==> src/design/trs_pkg.sv <==
// ----------------------------------------------------------------------------
// trs_pkg: shared types and constants of the reservation stations
// Station counts, operation and request codes, and cell control/status types.
// ----------------------------------------------------------------------------
package trs_pkg;

	localparam int ADD_STATIONS = 4;
	localparam int MUL_STATIONS = 4;
	localparam int N_ST         = ADD_STATIONS + MUL_STATIONS;
	localparam int IDX_W        = 3;
	localparam int ADD_UNITS    = 2;
	localparam int MUL_UNITS    = 2;
	localparam int DATA_BITS    = 32;
	localparam int MAX_RESULTS  = 4;

	localparam logic [2:0] OP_NONE = 3'd0;
	localparam logic [2:0] OP_ADD  = 3'd1;
	localparam logic [2:0] OP_SUB  = 3'd2;
	localparam logic [2:0] OP_ADDI = 3'd3;
	localparam logic [2:0] OP_MUL  = 3'd4;
	localparam logic [2:0] OP_DIV  = 3'd5;

	localparam logic [1:0] REQ_ISSUE = 2'd0;
	localparam logic [1:0] REQ_CDB   = 2'd1;
	localparam logic [1:0] REQ_TICK  = 2'd2;

	localparam logic [1:0] KIND_ISSUE = 2'd0;
	localparam logic [1:0] KIND_ADDER = 2'd1;
	localparam logic [1:0] KIND_MULT  = 2'd2;

	typedef logic [DATA_BITS-1:0] word_t;

	typedef struct packed {
		logic             issue_en;
		logic [2:0]       op;
		logic             a_ready;
		word_t            a_word;
		logic             b_ready;
		word_t            b_word;
		logic             cdb_en;
		logic             cdb_hit;
		logic [IDX_W-1:0] cdb_tag;
		word_t            cdb_value;
		logic             disp_en;
		logic             disp_unit;
	} cell_ctrl_t;

	typedef struct packed {
		logic       free;
		logic       dispatched;
		logic [2:0] op;
		logic       a_ready;
		word_t      a_word;
		logic       b_ready;
		word_t      b_word;
		logic       unit;
	} cell_stat_t;

	function automatic logic is_add_op(input logic [2:0] op);
		case (op) inside
			OP_ADD, OP_SUB, OP_ADDI: is_add_op = 1'b1;
			default:                 is_add_op = 1'b0;
		endcase
	endfunction

	function automatic logic is_mul_op(input logic [2:0] op);
		case (op) inside
			OP_MUL, OP_DIV: is_mul_op = 1'b1;
			default:        is_mul_op = 1'b0;
		endcase
	endfunction

endpackage

==> src/design/tomasulo_reservation_stations.sv <==
// ----------------------------------------------------------------------------
// tomasulo_reservation_stations: add and mul reservation station groups
// A row of station cells with unit busy flags and a dispatch scanner.
// ----------------------------------------------------------------------------
// Channel | Dir | Handshake        | Payload
// s       | in  | tvalid/tready    | tuser request type, tdata request fields
// m       | out | tvalid/tready    | tuser result kind, tdata reply, tlast
//
// A dispatch tick walks the stations one per cycle while the output is not
// stalled, in order from station 0, and stops after the last station or once
// the fourth dispatch is found; a flush state then passes out the final
// result. No input is taken during a tick. Reset frees every station and
// every unit at once.
// ----------------------------------------------------------------------------
module tomasulo_reservation_stations (
	input  logic         clk,
	input  logic         arst_n,
	input  logic         s_tvalid,
	output logic         s_tready,
	// req_type
	input  logic [1:0]   s_tuser,
	// op_code, src_a_ready, src_a_tag, src_a_value, src_b_ready, src_b_tag,
	// src_b_value, cdb_tag, cdb_value, zero pad
	input  logic [111:0] s_tdata,
	output logic         m_tvalid,
	input  logic         m_tready,
	// result_kind
	output logic [1:0]   m_tuser,
	// accepted, entry_index, unit_index, dispatch_op, operand_a, operand_b
	output logic [71:0]  m_tdata,
	output logic         m_tlast
);
	import trs_pkg::*;

	typedef enum logic [1:0] {ST_IDLE, ST_SCAN, ST_FLUSH} state_t;

	typedef struct packed {
		logic [1:0]       kind;
		logic             acc;
		logic [IDX_W-1:0] entry;
		logic             unit;
		logic [2:0]       op;
		word_t            a;
		word_t            b;
	} res_t;

	state_t           state_q;
	logic [IDX_W-1:0] scan_q;
	logic [2:0]       cnt_q;
	logic             pend_v_q, out_v_q, out_last_q;
	res_t             pend_q, out_q;
	logic [ADD_UNITS-1:0] add_busy_q;
	logic [MUL_UNITS-1:0] mul_busy_q;

	logic [2:0]       in_op;
	logic             in_a_rdy, in_b_rdy;
	logic [IDX_W-1:0] in_a_tag, in_b_tag, in_cdb_tag;
	word_t            in_a_val, in_b_val, in_cdb_val;

	assign in_op      = s_tdata[2:0];
	assign in_a_rdy   = s_tdata[3];
	assign in_a_tag   = s_tdata[6:4];
	assign in_a_val   = s_tdata[38:7];
	assign in_b_rdy   = s_tdata[39];
	assign in_b_tag   = s_tdata[42:40];
	assign in_b_val   = s_tdata[74:43];
	assign in_cdb_tag = s_tdata[77:75];
	assign in_cdb_val = s_tdata[109:78];

	logic out_free, accept, do_issue, do_cdb, do_tick;
	assign out_free = ~out_v_q | m_tready;
	assign s_tready = (state_q == ST_IDLE) && out_free;
	assign accept   = s_tvalid && s_tready;
	assign do_issue = accept && s_tuser == REQ_ISSUE;
	assign do_cdb   = accept && s_tuser == REQ_CDB;
	assign do_tick  = accept && s_tuser == REQ_TICK;

	// Scan step: the station under the scan pointer.
	cell_stat_t stat [N_ST];
	cell_stat_t cur;
	logic       cur_add, cur_mul, add_avail, mul_avail, hit, step;
	logic       add_u, mul_u, pick_u;
	assign cur     = stat[scan_q];
	assign cur_add = is_add_op(cur.op);
	assign cur_mul = is_mul_op(cur.op);
	assign step    = (state_q == ST_SCAN) && out_free;

	always_comb begin
		add_avail = 1'b0;
		mul_avail = 1'b0;
		add_u     = 1'b0;
		mul_u     = 1'b0;
		for (int u = ADD_UNITS - 1; u >= 0; u--) begin
			if (!add_busy_q[u]) begin
				add_avail = 1'b1;
				add_u     = 1'(u);
			end
		end
		for (int u = MUL_UNITS - 1; u >= 0; u--) begin
			if (!mul_busy_q[u]) begin
				mul_avail = 1'b1;
				mul_u     = 1'(u);
			end
		end
	end

	assign hit = step && !cur.free && !cur.dispatched && cur.a_ready && cur.b_ready &&
		((cur_add && add_avail) || (cur_mul && mul_avail));
	assign pick_u = cur_add ? add_u : mul_u;

	// Station row.
	logic [N_ST:0]  take;
	logic [N_ST-1:0] win;
	logic issue_add, issue_mul;
	assign issue_add = do_issue && is_add_op(in_op);
	assign issue_mul = do_issue && is_mul_op(in_op);

	for (genvar i = 0; i < N_ST; i++) begin : g_cell
		cell_ctrl_t ctrl;
		logic       t_in;
		if (i == 0) begin : g_a
			assign t_in = issue_add;
		end else if (i == ADD_STATIONS) begin : g_m
			assign t_in = issue_mul;
		end else begin : g_n
			assign t_in = take[i];
		end
		assign ctrl = '{issue_en: do_issue, op: in_op, a_ready: in_a_rdy,
			a_word: in_a_rdy ? in_a_val : word_t'(in_a_tag),
			b_ready: in_b_rdy,
			b_word: in_b_rdy ? in_b_val : word_t'(in_b_tag),
			cdb_en: do_cdb, cdb_hit: in_cdb_tag == IDX_W'(i),
			cdb_tag: in_cdb_tag, cdb_value: in_cdb_val,
			disp_en: hit && scan_q == IDX_W'(i), disp_unit: pick_u};
		trs_cell u_cell (
			.clk      (clk),
			.arst_n   (arst_n),
			.ctrl     (ctrl),
			.take_in  (t_in),
			.take_out (take[i+1]),
			.win      (win[i]),
			.stat     (stat[i])
		);
	end
	assign take[0] = 1'b0;

	logic [IDX_W-1:0] win_idx;
	always_comb begin
		win_idx = '0;
		for (int i = 0; i < N_ST; i++) begin
			if (win[i]) win_idx = win_idx | IDX_W'(i);
		end
	end

	res_t issue_res, disp_res;
	assign issue_res = '{kind: KIND_ISSUE, acc: |win, entry: win_idx, unit: 1'b0,
		op: OP_NONE, a: '0, b: '0};
	assign disp_res = '{kind: cur_add ? KIND_ADDER : KIND_MULT, acc: 1'b0, entry: scan_q,
		unit: pick_u, op: cur.op, a: cur.a_word, b: cur.b_word};

	// Station of the bus write, for unit release.
	cell_stat_t cdb_st;
	assign cdb_st = stat[in_cdb_tag];

	// The output register takes a new transaction in these cases only.
	logic out_load;
	assign out_load = do_issue || (hit && pend_v_q) ||
		(state_q == ST_FLUSH && out_free && pend_v_q);

	always_ff @(posedge clk or negedge arst_n) begin
		if (!arst_n) begin
			state_q    <= ST_IDLE;
			scan_q     <= '0;
			cnt_q      <= '0;
			pend_v_q   <= 1'b0;
			out_v_q    <= 1'b0;
			out_last_q <= 1'b0;
			add_busy_q <= '0;
			mul_busy_q <= '0;
		end else begin
			if (out_load)      out_v_q <= 1'b1;
			else if (m_tready) out_v_q <= 1'b0;
			unique case (state_q)
				ST_IDLE: begin
					if (do_issue) begin
						out_q      <= issue_res;
						out_last_q <= 1'b1;
					end
					if (do_cdb && !cdb_st.free && cdb_st.dispatched) begin
						if (in_cdb_tag < IDX_W'(ADD_STATIONS))
							add_busy_q[cdb_st.unit] <= 1'b0;
						else
							mul_busy_q[cdb_st.unit] <= 1'b0;
					end
					if (do_tick) begin
						state_q  <= ST_SCAN;
						scan_q   <= '0;
						cnt_q    <= '0;
						pend_v_q <= 1'b0;
					end
				end
				ST_SCAN: begin
					if (step) begin
						if (hit) begin
							if (cur_add) add_busy_q[pick_u] <= 1'b1;
							else         mul_busy_q[pick_u] <= 1'b1;
							// The held result is not the last one, since another follows.
							if (pend_v_q) begin
								out_q      <= pend_q;
								out_last_q <= 1'b0;
							end
							pend_q   <= disp_res;
							pend_v_q <= 1'b1;
							cnt_q    <= cnt_q + 3'd1;
						end
						if ((hit && cnt_q == 3'(MAX_RESULTS - 1)) ||
							scan_q == IDX_W'(N_ST - 1))
							state_q <= ST_FLUSH;
						else
							scan_q <= scan_q + 1'b1;
					end
				end
				ST_FLUSH: begin
					if (out_free) begin
						if (pend_v_q) begin
							out_q      <= pend_q;
							out_last_q <= 1'b1;
						end
						pend_v_q <= 1'b0;
						state_q  <= ST_IDLE;
					end
				end
				default: state_q <= ST_IDLE;
			endcase
		end
	end

	assign m_tvalid = out_v_q;
	assign m_tuser  = out_q.kind;
	assign m_tlast  = out_last_q;
	assign m_tdata  = {out_q.b, out_q.a, out_q.op, out_q.unit, out_q.entry, out_q.acc};

	assert property (@(posedge clk) disable iff (!arst_n) $onehot0(win))
		else $error("more than one station taken by an issue");
	assert property (@(posedge clk) disable iff (!arst_n) cnt_q <= 3'(MAX_RESULTS))
		else $error("dispatch count overflow");
	assert property (@(posedge clk) disable iff (!arst_n) pend_v_q |-> cnt_q != 3'd0)
		else $error("held dispatch result without a count");
	assert property (@(posedge clk) disable iff (!arst_n)
		hit |=> $past(cur_add) ? add_busy_q[$past(pick_u)] : mul_busy_q[$past(pick_u)])
		else $error("dispatched unit not marked busy");

endmodule

==> src/design/trs_cell.sv <==
// ----------------------------------------------------------------------------
// trs_cell: one reservation station
// Holds the operation and both operands, wakes on a bus write, and passes the
// free-station search on to its neighbor.
// ----------------------------------------------------------------------------
module trs_cell (
	input  logic                clk,
	input  logic                arst_n,
	input  trs_pkg::cell_ctrl_t ctrl,
	input  logic                take_in,
	output logic                take_out,
	output logic                win,
	output trs_pkg::cell_stat_t stat
);
	import trs_pkg::*;

	logic       free_q, disp_q, a_rdy_q, b_rdy_q, unit_q;
	logic [2:0] op_q;
	word_t      a_q, b_q;
	word_t      tag_w;

	// The search for the lowest free station ripples through the cells.
	assign win      = take_in & free_q;
	assign take_out = take_in & ~free_q;
	assign tag_w    = word_t'(ctrl.cdb_tag);

	always_ff @(posedge clk or negedge arst_n) begin
		if (!arst_n) begin
			free_q  <= 1'b1;
			disp_q  <= 1'b0;
			a_rdy_q <= 1'b0;
			b_rdy_q <= 1'b0;
		end else if (ctrl.issue_en && win) begin
			free_q  <= 1'b0;
			disp_q  <= 1'b0;
			a_rdy_q <= ctrl.a_ready;
			b_rdy_q <= ctrl.b_ready;
		end else if (ctrl.cdb_en) begin
			if (ctrl.cdb_hit) begin
				free_q <= 1'b1;
				disp_q <= 1'b0;
			end
			if (!a_rdy_q && a_q == tag_w) a_rdy_q <= 1'b1;
			if (!b_rdy_q && b_q == tag_w) b_rdy_q <= 1'b1;
		end else if (ctrl.disp_en) begin
			disp_q <= 1'b1;
		end
	end

	always_ff @(posedge clk) begin
		if (ctrl.issue_en && win) begin
			op_q <= ctrl.op;
			a_q  <= ctrl.a_word;
			b_q  <= ctrl.b_word;
		end else if (ctrl.cdb_en) begin
			if (!a_rdy_q && a_q == tag_w) a_q <= ctrl.cdb_value;
			if (!b_rdy_q && b_q == tag_w) b_q <= ctrl.cdb_value;
		end else if (ctrl.disp_en) begin
			unit_q <= ctrl.disp_unit;
		end
	end

	assign stat = '{free: free_q, dispatched: disp_q, op: op_q, a_ready: a_rdy_q,
		a_word: a_q, b_ready: b_rdy_q, b_word: b_q, unit: unit_q};

endmodule

==> config.mk <==
export PLATFORM = sky130hd
export DESIGN_NAME = tomasulo_reservation_stations
export DESIGN_NICKNAME = d
export VERILOG_FILES = /design/src/design/trs_pkg.sv /design/src/design/tomasulo_reservation_stations.sv /design/src/design/trs_cell.sv
export SDC_FILE = /design/constraint.sdc
export NUM_CORES = 1
export LEC_CHECK = 0
export BUFFER_PORTS_ARGS = -buffer_cell sky130_fd_sc_hd__buf_4
export CAP_MARGIN = 10
export CORE_MARGIN = 2
export CORE_UTILIZATION = 25
export DETAILED_ROUTE_END_ITERATION = 12
export MAX_ROUTING_LAYER = met4
export PLACE_DENSITY = 0.45
export SLEW_MARGIN = 25
export SYNTH_ARGS = -nofsm -noshare
export SYNTH_HDL_FRONTEND = slang
export SYNTH_SLANG_ARGS = --single-unit
==> constraint.sdc <==
create_clock -name clk -period 5.6 [get_ports clk]
set_clock_uncertainty 0.1 [all_clocks]
set_input_delay 0.28 -clock clk [delete_from_list [all_inputs] [get_ports clk]]
set_output_delay 0.28 -clock clk [all_outputs]
set_load 0.05 [all_outputs]
==> results.tsv <==
stage	metric	value	unit
timing	hold_violations	0	
timing	hold_slack	0.0426	ns
clocking	cts-htree-levels	3	
global_route	antenna_found_initial	5	
synth	ys_seq_area_frac	0.627	
timing	final.setup.tns	0	ns
die	die_h	378	µm
synth	ys_top_cells_by_area	edfxtp_1, mux4_2, o21ai_0	
placed_design	place_ws	1.49	ns
final_layout	drive_above_1_share	0.193	
placed_design	dp_cells	4691	
synth	ys_warn_count	0	
timing	fmax	246	MHz
synth	synth.cell_area	35000	µm²
pwr	static-leakage-power	0.0140	µW
global_route	overflow	0	
synth	syn_area_per_cell	12.6	µm²
clocking	ctsLongestPathBuffers	3	
final_layout	instances_no_fill	4877	
setup_path	critical_path.endpoint_type	flip-flop	
setup_path	cpMaxStageDelayCell	nor4_2	
synth	synth_top_area_frac	0.593	
synth	synth_ff_type	edfxtp_1	
setup_path	critPathMaxFanout	60	
synth	async_flop_share	0.0637	
die	core-area	139000	µm²
clocking	cts_made_buffers	80	
global_route	grt_pass1_vias	24300	
timing	setup_viol	0	
setup_path	required	5.80	ns
detailed_routing	drt_wl_total	130000	µm
timing	min_period_over_period	0.727	
synth	ys_types	67	
synth	synth.most_common_cell	edfxtp_1	
die	ioPinCount	195	
clocking	path_clk_slew	0.06	ns
timing	relSlewSlack	0.177	
detailed_routing	drcViolationCount	0	
synth	synth_nets	2906	
pwr	finalPower	17700	µW
placed_design	port_buffers	192	
placed_design	gp_congestion	0.892	
detailed_routing	drt-initial-drc-count	2661	
final_layout	n_fill_cell	14200	
global_route	grt_pass1_wl	184000	µm
outcome	status	complete, no violations	
synth	ys_ff_latch	738	
pwr	pwr_density_cell	423	nW/µm²
timing	worst_slack	1.53	ns
setup_path	path_cells	inv_1 > ha_2 > nand4b_1 > nor4_2 > nand2_4 > buf_4 > o31ai_4 > buf_4	
placed_design	dp_hpwl	95900	µm
synth	synth_edf_count	691	
timing	period_needed	4.07	ns
global_route	grt_max_degree	96	
clocking	cts_setup_buffers	0	
clocking	cts_tree	yes	
detailed_routing	antenna_left	0	
clocking	root_buffer	clkbuf_16	
detailed_routing	num_vias	24500	
synth	synthCells	2775	
die	std_cell_rows	137	
detailed_routing	detail_route.first_pass.iterations	5	
setup_path	arrival	4.27	ns
setup_path	crit_type	reg -> reg	
flow_run	max-cap-violations	0	
die	die-area	143000	µm²
clocking	clkSinkCount	738	
global_route	grtUsageTotal	0.185	
setup_path	cp_common_cell	buf_4	
pwr	max-vdd-ir-drop	0.210	mV
final_layout	nNetsFinal	3067	
die	dieWidth	378	µm
clocking	clock_latency	0.67	ns
synth	synth_common_cells	edfxtp_1, nand2_1, o21ai_0, clkbuf_1, mux4_2	
timing	slew_violations	0	
detailed_routing	avgRoutedWirePerCell	26.7	µm
timing	worst_pin_slew	1.22	ns
min_path	hold_path.class	in -> reg	
setup_path	critPathLaunchType	flip-flop	
detailed_routing	vias_per_cell	5.02	
synth	synth_top_area_cell	edfxtp_1	
setup_path	critPathMaxStageDelay	0.79	ns
timing	rsz0062_at_grt	no	
die	initial_core_util	0.251	
final_layout	syn_to_final_growth	19.5	%
[final timing paths]
path                                           from                        to  slack, ns  depth (start not counted)
max in group asynchronous                    arst_n                 scan_q[1]       4.66                          2
min                                      s_tuser[1]                state_q[1]       0.04                          4
max                                      state_q[0]  g_cell[6].u_cell.a_q[13]       1.53                          8
min reg2reg                g_cell[4].u_cell.a_rdy_q  g_cell[4].u_cell.a_rdy_q       0.43                          1
max reg2reg                              state_q[0]  g_cell[6].u_cell.a_q[13]       1.53                          8
min in group asynchronous                    arst_n                 scan_q[0]       0.13                          2
[kinds of logic after synthesis]
family                     after synthesis  share of synthesized area
AOI/OAI and AO/OA                      627                     0.0984
xor gates and xnor gates                48                     0.0120
adders and majority gates               13                    0.00465
buffers and inverters                  239                     0.0273
DFF                                    738                      0.627
muxes                                  219                      0.111
and+or+nand+nor                        891                      0.119
[flip-flops by register name (all words and copies together), names as in the netlist]
name	flops
g_cell.u_cell.a_rdy_q	8
g_cell.u_cell.disp_q	8
m_tvalid	1
g_cell.u_cell.a_q	256
pend_q	73
g_cell.u_cell.b_q	256
mul_busy_q	2
m_tuser	2
add_busy_q	2
g_cell.u_cell.b_rdy_q	8
m_tdata	72
state_q	2
pend_v_q	1
m_tlast	1
g_cell.u_cell.op_q	24
g_cell.u_cell.free_q	8
cnt_q	3
g_cell.u_cell.unit_q	8
scan_q	3
[through the flow]
stage          area, µm²  utilization
6_report           41800        0.300
5_1_grt            41800        0.300
4_1_cts            41700        0.300
3_5_place_dp       38700        0.278
3_3_place_gp       38700        0.278
2_1_floorplan      35000            -
[where the power goes]
part           switching [µW]  leakage [µW]  total, µW  internal, µW
sequential                513       0.00685       7230          6710
clock                    2320       0.00130       5460          3140
combinational            3180       0.00583       4980          1790
[worst max-delay path: cells and delay by family, from the launching register on]
family / cells / cell delay, ns
AOI/OAI and AO/OA: 1 / 0.11
DFF: 1 / 0.44
buffers and inverters: 3 / 1.03
and+or+nand+nor: 3 / 1.71
adders and majority gates: 1 / 0.28
[area by class of cell]
class | count | area (µm²) | share of cell area
diodes | 1 | 2.50 | 0.0000599
clock buffers | 103 | 2230 | 0.0534
repair buffers | 290 | 2340 | 0.0560
inverters | 28 | 105 | 0.00251
well taps | 1876 | 2350 | 0.0562
clock inverters | 43 | 412 | 0.00985
flip-flops and latches | 738 | 22000 | 0.525
multi-input cells | 1798 | 12400 | 0.297
[per-layer routing]
layer / track usage / vias to the layer above / wire length (µm)
met5: - / - / 0
met4: 0.0598 / 0 / 3950
met3: 0.0272 / 161 / 8280
met2: 0.285 / 906 / 60000
met1: 0.250 / 12500 / 57800
li1: - / 11000 / -
[cell usage in the layout (no fill, tap or decap), types with 5 or more instances in the layout]
master,synthesis,routed
xor2_1,48,48
clkbuf_8,0,8
inv_1,26,26
or4_1,19,17
ha_1,13,12
a21oi_1,60,59
nand3_1,19,18
edfxtp_1,691,691
o31ai_4,0,14
nand4_1,41,41
clkbuf_1,138,12
nor2b_1,73,73
o211ai_1,7,7
nor4_1,114,108
dfrtp_1,39,35
a31oi_1,6,6
dfstp_2,8,8
clkinv_2,0,16
nand2_1,517,512
bufinv_16,0,7
mux4_2,136,136
clkinv_1,1,14
o21ai_1,5,5
a31o_2,7,6
clkbuf_16,0,83
o22a_1,16,16
o21ai_0,473,473
nor3_1,9,9
dlygate4sd3_1,0,37
buf_4,3,248
nor2_1,64,64
nor4_2,2,8
mux2i_1,82,81
[what timing repair did]
action | 4_1_cts | 5_1_grt
hold buffers | 37 | 0
gates resized for setup | 0 | 0
endpoints found under the hold margin | 548 | 0
setup endpoints to repair | 0 | 0
(Power assumes the default switching activity.)
